## src/design/flvpk_pkg.sv

```systemverilog
// shared types and constants of the flv avc video tag packetizer
package flvpk_pkg;

  localparam logic [4:0] NAL_TYPE_MASK = 5'h1f;
  localparam logic [4:0] NAL_IDR       = 5'd5;
  localparam logic [4:0] NAL_SPS       = 5'd7;
  localparam logic [4:0] NAL_PPS       = 5'd8;

  localparam logic [7:0] FLAGS_KEY     = 8'h17;
  localparam logic [7:0] FLAGS_INTER   = 8'h27;
  localparam logic [7:0] PKT_NALU      = 8'h01;
  localparam logic [7:0] CFG_VERSION   = 8'h01;
  localparam logic [7:0] CFG_LEN_SIZE  = 8'hff;
  localparam logic [7:0] CFG_NUM_SPS   = 8'he1;
  localparam logic [7:0] CFG_NUM_PPS   = 8'h01;

  localparam logic [2:0] POS_TYPE      = 3'd4;
  localparam logic [2:0] POS_BODY      = 3'd5;
  localparam logic [3:0] HDR_LAST      = 4'd9;

  typedef enum logic [3:0] {
    ST_IN  = 4'b0001,
    ST_HDR = 4'b0010,
    ST_RD  = 4'b0100,
    ST_WR  = 4'b1000
  } state_t;

  typedef enum logic [3:0] {
    SEC_HEAD = 4'b0001,
    SEC_SPS  = 4'b0010,
    SEC_MID  = 4'b0100,
    SEC_PPS  = 4'b1000
  } sec_t;

endpackage

```

## src/design/flv_avc_video_tag_packetizer.sv

```systemverilog
// top level of the flv avc video tag packetizer
//
//  channel  | dir | handshake             | payload
//  in_      | in  | in_tvalid/in_tready   | tdata {dts_in, pts_in, in_byte}, tlast in_last
//  out_     | out | out_tvalid/out_tready | tdata {tag_dts, out_byte}, tlast, tuser keyframe
//  cfg_     | in  | cfg_valid/cfg_ready   | cfg_data cts_offset
//
// unit bytes stream at one beat per cycle through the output register while it is not stalled
// nal type byte opens a 10 beat header, one beat per cycle if not stalled, input held
// the config record reads the sps/pps memories, each beat through a read state, then a load state
// reset is synchronous, active low, and clears all control state
// output stalls hold the input, since input acceptance needs a free output register
module flv_avc_video_tag_packetizer #(
  parameter int SPS_MAX = 32,
  parameter int PPS_MAX = 16
) (
  input  logic        clk,
  input  logic        rst_n,
  input  logic        in_tvalid,
  output logic        in_tready,
  input  logic [71:0] in_tdata,   // in_byte[7:0], pts_in[39:8], dts_in[71:40]
  input  logic        in_tlast,
  output logic        out_tvalid,
  input  logic        out_tready,
  output logic [39:0] out_tdata,  // out_byte[7:0], tag_dts[39:8]
  output logic        out_tlast,
  output logic        out_tuser,  // tag_keyframe[0]
  input  logic        cfg_valid,
  output logic        cfg_ready,
  input  logic [23:0] cfg_data
);

  localparam int MAXP = (SPS_MAX > PPS_MAX) ? SPS_MAX : PPS_MAX;
  localparam int SAW  = $clog2(SPS_MAX);
  localparam int PAW  = (PPS_MAX > 1) ? $clog2(PPS_MAX) : 1;
  localparam int SLW  = $clog2(SPS_MAX + 1);
  localparam int PLW  = $clog2(PPS_MAX + 1);
  localparam int CW   = $clog2(MAXP + 2);
  localparam int RCW  = $clog2(MAXP + 16);
  localparam logic [CW-1:0] SPS_LIM = CW'(SPS_MAX);
  localparam logic [CW-1:0] PPS_LIM = CW'(PPS_MAX);

  flvpk_pkg::state_t state_r, state_nxt;
  flvpk_pkg::sec_t   sec_r, sec_nxt;

  logic [2:0]     pos_r, pos_nxt;
  logic [4:0]     ptype_r, ptype_nxt;
  logic [23:0]    held_cts_r, held_cts_nxt;
  logic [31:0]    held_dts_r, held_dts_nxt;
  logic [7:0]     prefix_r [4];
  logic [7:0]     hbyte_r, hbyte_nxt;
  logic           hlast_r, hlast_nxt;
  logic           kf_r, kf_nxt;
  logic [3:0]     hidx_r, hidx_nxt;
  logic [SLW-1:0] sps_len_r, sps_len_nxt;
  logic [PLW-1:0] pps_len_r, pps_len_nxt;
  logic [CW-1:0]  cap_cnt_r, cap_cnt_nxt;
  logic           cap_act_r, cap_act_nxt;
  logic           sent_r, sent_nxt;
  logic [23:0]    cts_off_r;
  logic [RCW-1:0] rcnt_r, rcnt_nxt;

  logic           out_valid_r, out_valid_nxt;
  logic [7:0]     out_byte_r, out_byte_nxt;
  logic           out_last_r, out_last_nxt;
  logic [31:0]    out_dts_r, out_dts_nxt;
  logic           out_kf_r, out_kf_nxt;

  logic [7:0]     sps_mem [SPS_MAX];
  logic [7:0]     pps_mem [PPS_MAX];
  logic [7:0]     sps_rd_r, pps_rd_r;
  logic [SAW-1:0] sps_raddr;
  logic [PAW-1:0] pps_raddr;
  logic           sps_we, pps_we, pre_we;

  logic           acc_in, out_free;
  logic [7:0]     in_b;
  logic [31:0]    in_pts, in_dts, dts_sel;
  logic [4:0]     utype;
  logic           is_cfg, is_sps, act, cap_we, len_ok;
  logic [CW-1:0]  lim, cnt_in, cnt_cap;
  logic [7:0]     hdr_byte, rec_byte;
  logic           rec_last;
  logic [RCW-1:0] sps_k;

  assign in_b   = in_tdata[7:0];
  assign in_pts = in_tdata[39:8];
  assign in_dts = in_tdata[71:40];

  assign out_free  = !out_valid_r || out_tready;
  assign in_tready = (state_r == flvpk_pkg::ST_IN) && out_free;
  assign acc_in    = in_tvalid && in_tready;
  assign cfg_ready = 1'b1;

  assign out_tvalid = out_valid_r;
  assign out_tdata  = {out_dts_r, out_byte_r};
  assign out_tlast  = out_last_r;
  assign out_tuser  = out_kf_r;

  assign dts_sel = ((in_dts != 32'd0) && !in_dts[31]) ? in_dts : in_pts;

  // parameter set capture
  assign utype   = (pos_r == flvpk_pkg::POS_TYPE) ? (in_b[4:0] & flvpk_pkg::NAL_TYPE_MASK)
                                                  : ptype_r;
  assign is_sps  = utype == flvpk_pkg::NAL_SPS;
  assign is_cfg  = is_sps || (utype == flvpk_pkg::NAL_PPS);
  assign lim     = is_sps ? SPS_LIM : PPS_LIM;
  assign act     = (pos_r == flvpk_pkg::POS_TYPE)
                   ? (is_sps ? (sps_len_r == '0) : (pps_len_r == '0)) : cap_act_r;
  assign cnt_in  = (pos_r == flvpk_pkg::POS_TYPE) ? '0 : cap_cnt_r;
  assign cap_we  = act && (cnt_in < lim);
  assign cnt_cap = act ? (cap_we ? cnt_in + CW'(1) : lim + CW'(1)) : cnt_in;
  assign len_ok  = act && (cnt_cap != '0) && (cnt_cap <= lim);
  assign pre_we  = acc_in && (pos_r < flvpk_pkg::POS_TYPE);

  // header burst
  always_comb begin
    unique case (hidx_r)
      4'd0:    hdr_byte = kf_r ? flvpk_pkg::FLAGS_KEY : flvpk_pkg::FLAGS_INTER;
      4'd1:    hdr_byte = flvpk_pkg::PKT_NALU;
      4'd2:    hdr_byte = held_cts_r[23:16];
      4'd3:    hdr_byte = held_cts_r[15:8];
      4'd4:    hdr_byte = held_cts_r[7:0];
      4'd5:    hdr_byte = prefix_r[0];
      4'd6:    hdr_byte = prefix_r[1];
      4'd7:    hdr_byte = prefix_r[2];
      4'd8:    hdr_byte = prefix_r[3];
      4'd9:    hdr_byte = hbyte_r;
      default: hdr_byte = 8'h00;
    endcase
  end

  // configuration record
  assign sps_k     = rcnt_r - RCW'(5);
  assign sps_raddr = (sec_r == flvpk_pkg::SEC_HEAD) ? sps_k[SAW-1:0] : rcnt_r[SAW-1:0];
  assign pps_raddr = rcnt_r[PAW-1:0];
  assign rec_last  = (sec_r == flvpk_pkg::SEC_PPS) && (rcnt_r + RCW'(1) == RCW'(pps_len_r));

  always_comb begin
    rec_byte = 8'h00;
    unique case (sec_r)
      flvpk_pkg::SEC_HEAD: begin
        unique case (rcnt_r)
          RCW'(0):  rec_byte = flvpk_pkg::FLAGS_KEY;
          RCW'(5):  rec_byte = flvpk_pkg::CFG_VERSION;
          RCW'(6), RCW'(7), RCW'(8):
            rec_byte = (sps_k < RCW'(sps_len_r)) ? sps_rd_r : 8'h00;
          RCW'(9):  rec_byte = flvpk_pkg::CFG_LEN_SIZE;
          RCW'(10): rec_byte = flvpk_pkg::CFG_NUM_SPS;
          RCW'(12): rec_byte = 8'(sps_len_r);
          default:  rec_byte = 8'h00;
        endcase
      end
      flvpk_pkg::SEC_SPS: rec_byte = sps_rd_r;
      flvpk_pkg::SEC_MID: begin
        unique case (rcnt_r)
          RCW'(0):  rec_byte = flvpk_pkg::CFG_NUM_PPS;
          RCW'(2):  rec_byte = 8'(pps_len_r);
          default:  rec_byte = 8'h00;
        endcase
      end
      flvpk_pkg::SEC_PPS: rec_byte = pps_rd_r;
      default: rec_byte = 8'h00;
    endcase
  end

  always_comb begin
    state_nxt     = state_r;
    sec_nxt       = sec_r;
    pos_nxt       = pos_r;
    ptype_nxt     = ptype_r;
    held_cts_nxt  = held_cts_r;
    held_dts_nxt  = held_dts_r;
    hbyte_nxt     = hbyte_r;
    hlast_nxt     = hlast_r;
    kf_nxt        = kf_r;
    hidx_nxt      = hidx_r;
    sps_len_nxt   = sps_len_r;
    pps_len_nxt   = pps_len_r;
    cap_cnt_nxt   = cap_cnt_r;
    cap_act_nxt   = cap_act_r;
    sent_nxt      = sent_r;
    rcnt_nxt      = rcnt_r;
    out_valid_nxt = out_valid_r && !out_tready;
    out_byte_nxt  = out_byte_r;
    out_last_nxt  = out_last_r;
    out_dts_nxt   = out_dts_r;
    out_kf_nxt    = out_kf_r;
    sps_we        = 1'b0;
    pps_we        = 1'b0;

    unique case (state_r)
      flvpk_pkg::ST_IN: begin
        if (acc_in) begin
          if (pos_r == 3'd0) begin
            held_dts_nxt = dts_sel;
            held_cts_nxt = in_pts[23:0] + cts_off_r - dts_sel[23:0];
          end
          if (pos_r < flvpk_pkg::POS_TYPE) begin
            pos_nxt = in_tlast ? 3'd0 : pos_r + 3'd1;
          end else begin
            pos_nxt = in_tlast ? 3'd0 : flvpk_pkg::POS_BODY;
            if (pos_r == flvpk_pkg::POS_TYPE) begin
              ptype_nxt = utype;
              kf_nxt    = utype == flvpk_pkg::NAL_IDR;
            end
            if (is_cfg) begin
              cap_act_nxt = act;
              cap_cnt_nxt = cnt_cap;
              sps_we      = cap_we && is_sps;
              pps_we      = cap_we && !is_sps;
              if (in_tlast) begin
                cap_act_nxt = 1'b0;
                if (len_ok && is_sps) sps_len_nxt = cnt_cap[SLW-1:0];
                if (len_ok && !is_sps) pps_len_nxt = cnt_cap[PLW-1:0];
                if ((sps_len_nxt != '0) && (pps_len_nxt != '0) && !sent_r) begin
                  sent_nxt  = 1'b1;
                  state_nxt = flvpk_pkg::ST_RD;
                  sec_nxt   = flvpk_pkg::SEC_HEAD;
                  rcnt_nxt  = '0;
                end
              end
            end else if (pos_r == flvpk_pkg::POS_TYPE) begin
              hbyte_nxt = in_b;
              hlast_nxt = in_tlast;
              hidx_nxt  = 4'd0;
              state_nxt = flvpk_pkg::ST_HDR;
            end else begin
              out_valid_nxt = 1'b1;
              out_byte_nxt  = in_b;
              out_last_nxt  = in_tlast;
              out_dts_nxt   = held_dts_r;
              out_kf_nxt    = kf_r;
            end
          end
        end
      end
      flvpk_pkg::ST_HDR: begin
        if (out_free) begin
          out_valid_nxt = 1'b1;
          out_byte_nxt  = hdr_byte;
          out_last_nxt  = hlast_r && (hidx_r == flvpk_pkg::HDR_LAST);
          out_dts_nxt   = held_dts_r;
          out_kf_nxt    = kf_r;
          hidx_nxt      = hidx_r + 4'd1;
          if (hidx_r == flvpk_pkg::HDR_LAST) state_nxt = flvpk_pkg::ST_IN;
        end
      end
      flvpk_pkg::ST_RD: begin
        state_nxt = flvpk_pkg::ST_WR;
      end
      flvpk_pkg::ST_WR: begin
        if (out_free) begin
          out_valid_nxt = 1'b1;
          out_byte_nxt  = rec_byte;
          out_last_nxt  = rec_last;
          out_dts_nxt   = held_dts_r;
          out_kf_nxt    = 1'b0;
          state_nxt     = rec_last ? flvpk_pkg::ST_IN : flvpk_pkg::ST_RD;
          rcnt_nxt      = rcnt_r + RCW'(1);
          unique case (sec_r)
            flvpk_pkg::SEC_HEAD: begin
              if (rcnt_r == RCW'(12)) begin
                sec_nxt  = flvpk_pkg::SEC_SPS;
                rcnt_nxt = '0;
              end
            end
            flvpk_pkg::SEC_SPS: begin
              if (rcnt_r + RCW'(1) == RCW'(sps_len_r)) begin
                sec_nxt  = flvpk_pkg::SEC_MID;
                rcnt_nxt = '0;
              end
            end
            flvpk_pkg::SEC_MID: begin
              if (rcnt_r == RCW'(2)) begin
                sec_nxt  = flvpk_pkg::SEC_PPS;
                rcnt_nxt = '0;
              end
            end
            flvpk_pkg::SEC_PPS: ;
            default: ;
          endcase
        end
      end
      default: state_nxt = flvpk_pkg::ST_IN;
    endcase
  end

  always_ff @(posedge clk) begin
    if (!rst_n) begin
      state_r     <= flvpk_pkg::ST_IN;
      sec_r       <= flvpk_pkg::SEC_HEAD;
      pos_r       <= 3'd0;
      ptype_r     <= 5'd0;
      held_cts_r  <= 24'd0;
      held_dts_r  <= 32'd0;
      hidx_r      <= 4'd0;
      sps_len_r   <= '0;
      pps_len_r   <= '0;
      cap_cnt_r   <= '0;
      cap_act_r   <= 1'b0;
      sent_r      <= 1'b0;
      cts_off_r   <= 24'd0;
      rcnt_r      <= '0;
      out_valid_r <= 1'b0;
    end else begin
      state_r     <= state_nxt;
      sec_r       <= sec_nxt;
      pos_r       <= pos_nxt;
      ptype_r     <= ptype_nxt;
      held_cts_r  <= held_cts_nxt;
      held_dts_r  <= held_dts_nxt;
      hidx_r      <= hidx_nxt;
      sps_len_r   <= sps_len_nxt;
      pps_len_r   <= pps_len_nxt;
      cap_cnt_r   <= cap_cnt_nxt;
      cap_act_r   <= cap_act_nxt;
      sent_r      <= sent_nxt;
      rcnt_r      <= rcnt_nxt;
      out_valid_r <= out_valid_nxt;
      if (cfg_valid) cts_off_r <= cfg_data;
    end
  end

  always_ff @(posedge clk) begin
    hbyte_r    <= hbyte_nxt;
    hlast_r    <= hlast_nxt;
    kf_r       <= kf_nxt;
    out_byte_r <= out_byte_nxt;
    out_last_r <= out_last_nxt;
    out_dts_r  <= out_dts_nxt;
    out_kf_r   <= out_kf_nxt;
    if (pre_we) prefix_r[pos_r[1:0]] <= in_b;
  end

  // parameter set memories, one write and one registered read port each
  always_ff @(posedge clk) begin
    if (sps_we) sps_mem[cnt_in[SAW-1:0]] <= in_b;
    sps_rd_r <= sps_mem[sps_raddr];
  end

  always_ff @(posedge clk) begin
    if (pps_we) pps_mem[cnt_in[PAW-1:0]] <= in_b;
    pps_rd_r <= pps_mem[pps_raddr];
  end

endmodule

```

## config.mk

```make
export PLATFORM = sky130hd
export DESIGN_NAME = flv_avc_video_tag_packetizer
export DESIGN_NICKNAME = d
export VERILOG_FILES = /design/src/design/flvpk_pkg.sv /design/src/design/flv_avc_video_tag_packetizer.sv
export SDC_FILE = /design/constraint.sdc
export NUM_CORES = 1
export LEC_CHECK = 0
export BUFFER_PORTS_ARGS = -buffer_cell sky130_fd_sc_hd__buf_2
export CORE_MARGIN = 3
export CORE_UTILIZATION = 35
export DETAILED_ROUTE_END_ITERATION = 6
export GPL_TIMING_DRIVEN = 0
export SYNTH_ARGS = -nofsm -noshare
export SYNTH_HDL_FRONTEND = slang
export SYNTH_SLANG_ARGS = --single-unit
```

## constraint.sdc

```tcl
create_clock -name clk -period 8.3 [get_ports clk]
set_input_delay 2.49 -clock clk [delete_from_list [all_inputs] [get_ports clk]]
set_output_delay 2.49 -clock clk [all_outputs]
set_load 0.01 [all_outputs]
```

==> flow_summary.json, run 1 <==
{
  "min_to": "out_dts_r[29]$_DFFE_PP_",
  "final_cell_count_no_fill": 3230,
  "hold_viol_final": 0,
  "hold_path_class": "reg -> reg",
  "seq_power_share_pct": 48.9,
  "holdPathStages": 0,
  "arrival_ns": 8.18,
  "fin_crit_ns": 7.73,
  "setup_viol": 0,
  "port_buffers": 143,
  "area_delta_synth_final_pct": 16.3,
  "wirelength_um": 70400,
  "powerDensity_mw_per_mm2": 219,
  "cp-end-kind": "flip-flop",
  "path_max_fanout": 57,
  "r2r_cells": 23,
  "slew_headroom_pct": 10.2,
  "finalWeightedCongestion": 0.912,
  "timing.final.crit_share_pct": 93.1,
  "postRouteAntennaNets": 0,
  "final_cell_mix": "edfxtp_1 (468), nor2_1 (201), dfxtp_1 (142)",
  "synthXorXnorAreaFrac_pct": 1.41,
  "p_comb_share_pct": 6.7,
  "cts.clk_slew.worst_paths_ns": 0.06,
  "synth_compound_area_share_pct": 7.11,
  "fillers": 7063,
  "yosysWarnings": 0,
  "final_area_mm2": 0.0314,
  "yosys.area.top_type": "edfxtp_1",
  "rrSetupSlack_ns": 2.13,
  "drc_errors": 8,
  "multi_input_area_mm2": 0.00936,
  "yosys-top-cells-area": "edfxtp_1 (52%), dfxtp_1 (11%), mux4_2 (10%)",
  "violations": "design-rule violations",
  "synth_edf_count": 468,
  "nNetsFinal": 2318,
  "dp_hpwl_um": 49300,
  "htree_levels": 3,
  "ys_seq_area_share_pct": 62.5,
  "cts_tree": "built",
  "grt_remaining_overflow": 0,
  "ys_seq_elements": 610,
  "synth_top_family_by_area": "multiplexers",
  "clockBufferDepth": 3,
  "syn-num-nets": 2102,
  "finalMaxSlewViolations": 0,
  "finClkSkew_ns": 0.0292,
  "insertedDiodeCount": 0,
  "cts_root_buf": "clkbuf_16",
  "syn_area_mm2": 0.0270,
  "firstDrtPassIters": 7,
  "yosys.area_share.simple_pct": 8.83,
  "rows": 101,
  "yosysUniqueCellTypes": 79,
  "total_power_mw": 6.88,
  "p_int_mw": 5.32,
  "antenna_found_initial": 2,
  "grt_pass1_wl_um": 107000,
  "hp-start": "held_dts_r[29]$_SDFFE_PN0P_",
  "synth_flop_cell": "edfxtp_1",
  "wire_per_inst_um": 21.8,
  "grt_pass1_vias": 17333,
  "synthMuxAreaShare_pct": 13.3,
  "fp.dieW_um": 284,
  "clock_sinks": 610,
  "cts_made_buffers": 68,
  "vias": 17138,
  "critical_path_class": "in -> reg",
  "regArea_mm2": 0.0169,
  "layout_commonest_cell": "edfxtp_1",
  "holdWs_ns": 0.424,
  "clock.fmax_mhz": 129,
  "dr.first_iter.drc_count": 1524,
  "synth_fa_ha_area_share_pct": 3.83,
  "tns_ns": 0,
  "p_leak_nw": 10.8,
  "dp_cells": 3106,
  "chipHeight_um": 284,
  "grt_max_degree": 58,
  "cp.required_ns": 8.75,
  "status": "complete, but fails checks",
  "coreArea_mm2": 0.0762,
  "tightestPinTransition_ns": 1.34,
  "clk_latency_ns": 0.61,
  "via_per_inst": 5.31,
  "start_util_pct": 35.5,
  "netlist_instances": 1931,
  "dpl_cell_area_mm2": 0.0291,
  "drive_above_1_share_pct": 19.3,
  "async_reset_ff_share_pct": 0,
  "switchingPower_mw": 1.56,
  "groute.usage.overall_pct": 17.2,
  "power_frac_clock_pct": 44.4,
  "io_pins": 147,
  "r2r_end": "rcnt_r[1]$_SDFFE_PN0P_",
  "synth.top_cell.area_share_pct": 52.0,
  "vdd_ir_drop_max_mv": 0.119,
  "die_area_mm2": 0.0806,
  "switching_share_pct": 22.6,
  "drv_cap": 0,
  "rsz0062_at_grt": "false",
  "avgSynthCellArea_um2": 14.0,
  "timing.rr.start": "pos_r[0]$_SDFFE_PN0P_",
  "cp-start-kind": "input port"
}
[how the worst max path moves through the flow]
stage                 from                      to  slack [ns]  depth (start not counted)
6_report       in_tdata[3]  rcnt_r[1]$_SDFFE_PN0P_        0.57                         21
5_1_grt        in_tdata[4]  rcnt_r[1]$_SDFFE_PN0P_        0.08                         21
4_1_cts        in_tdata[1]  rcnt_r[5]$_SDFFE_PN0P_        0.13                         22
3_5_place_dp   in_tdata[1]  rcnt_r[5]$_SDFFE_PN0P_       -0.53                         22
3_3_place_gp   in_tdata[1]  out_dts_r[1]$_DFFE_PP_       -1.74                          8
2_1_floorplan  in_tdata[1]  out_dts_r[0]$_DFFE_PP_        1.50                          7
[critical path, cell delays in order]
cell      delay (ns)
clkbuf_4        0.62
and4bb_2        0.36
nand2_1         0.13
nand2_1         0.11
inv_1           0.13
clkbuf_1        0.42
ha_1            0.37
a41oi_1         0.24
o21a_1          0.24
nand2_1         0.13
nor2_1          0.18
ha_1            0.23
and2_1          0.21
a311o_1         0.18
nand4_1         0.19
a31oi_4         0.30
o21ai_1         0.09
o41a_1          0.52
or3_4           0.47
a31oi_1         0.39
o32ai_1         0.13
[synthesized netlist by cell type, types with 10 or more instances]
cell type,instances
nand3_1,37
nand2_1,120
and3_1,11
and2_1,10
or3_1,11
nor4_1,13
a31oi_1,14
o21a_1,12
a22oi_1,14
clkbuf_1,81
ha_1,46
nand4_1,12
nor3_1,52
edfxtp_1,468
a221oi_1,12
a211oi_1,15
nor2_1,201
mux4_2,120
buf_1,11
fa_1,23
xnor2_1,31
o21ai_0,42
dfxtp_1,142
inv_1,118
a21oi_1,67
mux2i_1,51
mux2_2,33
xor2_1,10
[final cells by class]
type                            instances  share of cell area, %
Buffer                                 95                   1.18
Clock buffer                           88                   5.88
Clock inverter                         35                   1.42
Inverter                              120                   1.43
Multi-Input combinational cell       1106                   29.8
Sequential cell                       610                   53.7
Tap cell                             1030                   4.10
Timing Repair Buffer                  146                   2.48
[per-stage QoR]
step	util [%]	worst slack, ns
after global routing	41.3	0.0795
after global placement	38.1	-1.74
final	41.3	0.570
after floorplan	-	1.50
after detailed placement	38.2	-0.534
after CTS	41.2	0.130
[state kept, by name, summed over array words and instances (netlist names), 6 cells and up]
| name | count |
|---|---|
| sps_len_r | 6 |
| out_dts_r | 32 |
| sps_rd_r | 8 |
| hbyte_r | 8 |
| pps_rd_r | 8 |
| pps_mem | 128 |
| cap_cnt_r | 6 |
| cts_off_r | 24 |
| sps_mem | 256 |
| prefix_r | 32 |
| out_byte_r | 8 |
| held_cts_r | 24 |
| rcnt_r | 6 |
| held_dts_r | 32 |
[logic make-up (layout without fill, tap and decap cells)]
kind of cell,after synthesis,count (layout)
multiplexers,204,204
AO/OA/AOI/OAI,276,276
flip-flops,610,610
AND/OR/NAND/NOR,514,514
adder cells (fa/ha/maj),69,69
XOR/XNOR,42,42
buffers and inverters,215,484
other,1,1
[power by group through the flow]
stage          clock network (mW)  registers (mW)  logic (mW)
6_report                     3.06            3.36       0.462
3_5_place_dp                    0            3.43       0.458
4_1_cts                      3.13            3.36       0.463
5_1_grt                      3.25            3.36       0.518
3_3_place_gp                    0            3.42       0.450
2_1_floorplan                   0            3.41       0.299
[per-layer routing]
metal | GRT usage, % | wire length [um] | vias up | share of wire, %
li1 | - | - | 7781 | -
met1 | 23.5 | 30600 | 8582 | 43
met2 | 27.5 | 32500 | 664 | 46
met3 | 4.27 | 5650 | 107 | 8.0
met4 | 4.72 | 1590 | 4 | 2.3
met5 | 0 | 23 | - | 0.033
[repair_timing]
action / CTS / global route
buffers inserted: 0 / 0
gates resized for setup: 0 / 10
endpoints found under the setup margin: 0 / 24
hold buffers: 0 / 0
Power figures use the tool's default switching activity.
==> run 2, diff against run 1 <==
- PLACE_DENSITY: not set -> 0.62
- clock period: 8.3 -> 7.45 ns (I/O delays scaled with it)
==> flow_summary.json, run 2 (synthesized netlist as in run 1, its figures left out) <==
{
  "p_leak_nw": 10.8,
  "chipHeight_um": 284,
  "slew_headroom_pct": 10.8,
  "firstDrtPassIters": 6,
  "io_pins": 147,
  "status": "complete, no violations",
  "grt_max_degree": 58,
  "pre_cts_slack_ns": -1.05,
  "hold_viol_final": 0,
  "crit_chain": "buf_6 > and4bb_2 > nand2_1 > nand2_1 > inv_1 > clkbuf_2 > ha_1 > a41oi_1 > o21a_1 > nand2_1 > nor2_1 > ha_1 > and2_1 > a311o_1 > nand4_1 > a31oi_4 > o21ai_1 > o41a_1 > or3_4 > a31oi_1 > o32ai_1",
  "path_max_fanout": 57,
  "clockBufferDepth": 3,
  "coreArea_mm2": 0.0762,
  "r2r_cells": 10,
  "rrSetupSlack_ns": 1.46,
  "postRouteAntennaNets": 0,
  "cts_tree": "built",
  "rows": 101,
  "insertedDiodeCount": 0,
  "fin_crit_ns": 7.05,
  "grt_pass1_vias": 17465,
  "critical-path-slowest-cell": "o41a_1",
  "cts.clk_slew.worst_paths_ns": 0.06,
  "finalWeightedCongestion": 0.887,
  "drv_cap": 0,
  "hold_path_class": "reg -> reg",
  "area_delta_synth_final_pct": 16.1,
  "cp-start-kind": "input port",
  "timing.rr.start": "rcnt_r[0]$_SDFFE_PN0P_",
  "wire_per_inst_um": 21.8,
  "total_power_mw": 7.58,
  "antenna_found_initial": 0,
  "timing.final.crit_share_pct": 94.6,
  "layout_commonest_cell": "edfxtp_1",
  "vias": 17166,
  "wirelength_um": 70600,
  "worstSetupStartpoint": "in_tdata[0]",
  "finClkSkew_ns": 0.0437,
  "vdd_ir_drop_max_mv": 0.136,
  "cts_root_buf": "clkbuf_16",
  "finish.utilization_pct": 41.2,
  "port_buffers": 143,
  "dp_hpwl_um": 49000,
  "grt_pass1_wl_um": 107000,
  "cts_made_buffers": 68,
  "rsz0062_at_grt": "false",
  "setup_viol": 0,
  "cp.required_ns": 7.91,
  "via_per_inst": 5.31,
  "groute.usage.overall_pct": 17.3,
  "holdWs_ns": 0.428,
  "start_util_pct": 35.5,
  "dpl_cell_area_mm2": 0.0291,
  "drive_above_1_share_pct": 19.4,
  "critical_path_class": "in -> reg",
  "nNetsFinal": 2320,
  "cp-end-kind": "flip-flop",
  "finalMaxSlewViolations": 0,
  "clock_sinks": 610,
  "endpoint": "rcnt_r[5]$_SDFFE_PN0P_",
  "final_cell_count_no_fill": 3233,
  "tightestPinTransition_ns": 1.33,
  "die_area_mm2": 0.0806,
  "final_area_mm2": 0.0314,
  "drc_errors": 0,
  "fin_ws_ns": 0.399,
  "dr.first_iter.drc_count": 1606,
  "crit_path_frequent_cell": "nand2_1",
  "arrival_ns": 7.51,
  "grt_remaining_overflow": 0,
  "powerDensity_mw_per_mm2": 242,
  "clk_latency_ns": 0.61,
  "fillers": 6971,
  "dp_cells": 3106,
  "clock.fmax_mhz": 142,
  "largest_reg_flops": 256,
  "r2r_end": "sps_rd_r[1]$_DFF_P_",
  "max_stage_delay_ns": 0.52,
  "tns_ns": 0,
  "htree_levels": 3,
  "final_cell_mix": "edfxtp_1 (468), nor2_1 (201), dfxtp_1 (142)",
  "fp.dieW_um": 284
}
==> run 2: report_power, final <==
part	internal [mW]	total (mW)	switching [mW]	leakage, nW
Combinational	0.200	0.513	0.314	4.33
Sequential	3.71	3.75	0.0334	5.39
Clock	1.95	3.32	1.38	1.08
==> run 2: timing repair <==
| item | CTS | global route |
|---|---|---|
| hold buffers | 0 | 0 |
| setup endpoints to repair | 27 | 24 |
| resized for setup | 8 | 7 |
| setup buffers | 0 | 0 |
| hold endpoints to repair | 0 | 0 |
| cloned | 0 | 0 |
==> run 2: how the worst min path moves through the flow <==
stage / start / endpoint / slack [ns] / cells past startpoint
final: held_dts_r[29]$_SDFFE_PN0P_ / out_dts_r[29]$_DFFE_PP_ / 0.43 / 0
after floorplan: held_dts_r[31]$_SDFFE_PN0P_ / out_dts_r[31]$_DFFE_PP_ / 0.41 / 0
after global routing: held_dts_r[3]$_SDFFE_PN0P_ / out_dts_r[3]$_DFFE_PP_ / 0.44 / 0
after global placement: held_dts_r[0]$_SDFFE_PN0P_ / out_dts_r[0]$_DFFE_PP_ / 0.41 / 0
after detailed placement: held_dts_r[29]$_SDFFE_PN0P_ / out_dts_r[29]$_DFFE_PP_ / 0.42 / 0
after CTS: held_dts_r[29]$_SDFFE_PN0P_ / out_dts_r[29]$_DFFE_PP_ / 0.43 / 0
==> run 2: cell type report <==
type	count	area [um2]	share of cell area [%]
Buffer	94	368	1.17
Clock buffer	88	1820	5.79
Clock inverter	36	403	1.28
Inverter	120	450	1.43
Multi-Input combinational cell	1106	9360	29.8
Sequential cell	610	16900	53.8
Tap cell	1030	1290	4.11
Timing Repair Buffer	149	815	2.59
==> run 2: layer usage <==
layer / vias to the layer above / routed length, um / GRT usage [%]
met5: - / 0 / 0
met4: 0 / 2110 / 5.78
met3: 121 / 5170 / 3.57
met2: 662 / 32200 / 27.1
met1: 8602 / 31100 / 24.1
li1: 7781 / - / -
==> run 2: critical path: cells and delay by family <==
family / cells / cell delay [ns]
AO/OA/AOI/OAI: 8 / 2.08
adder cells (fa/ha/maj): 2 / 0.61
buffers and inverters: 3 / 0.70
AND/OR/NAND/NOR: 8 / 1.84
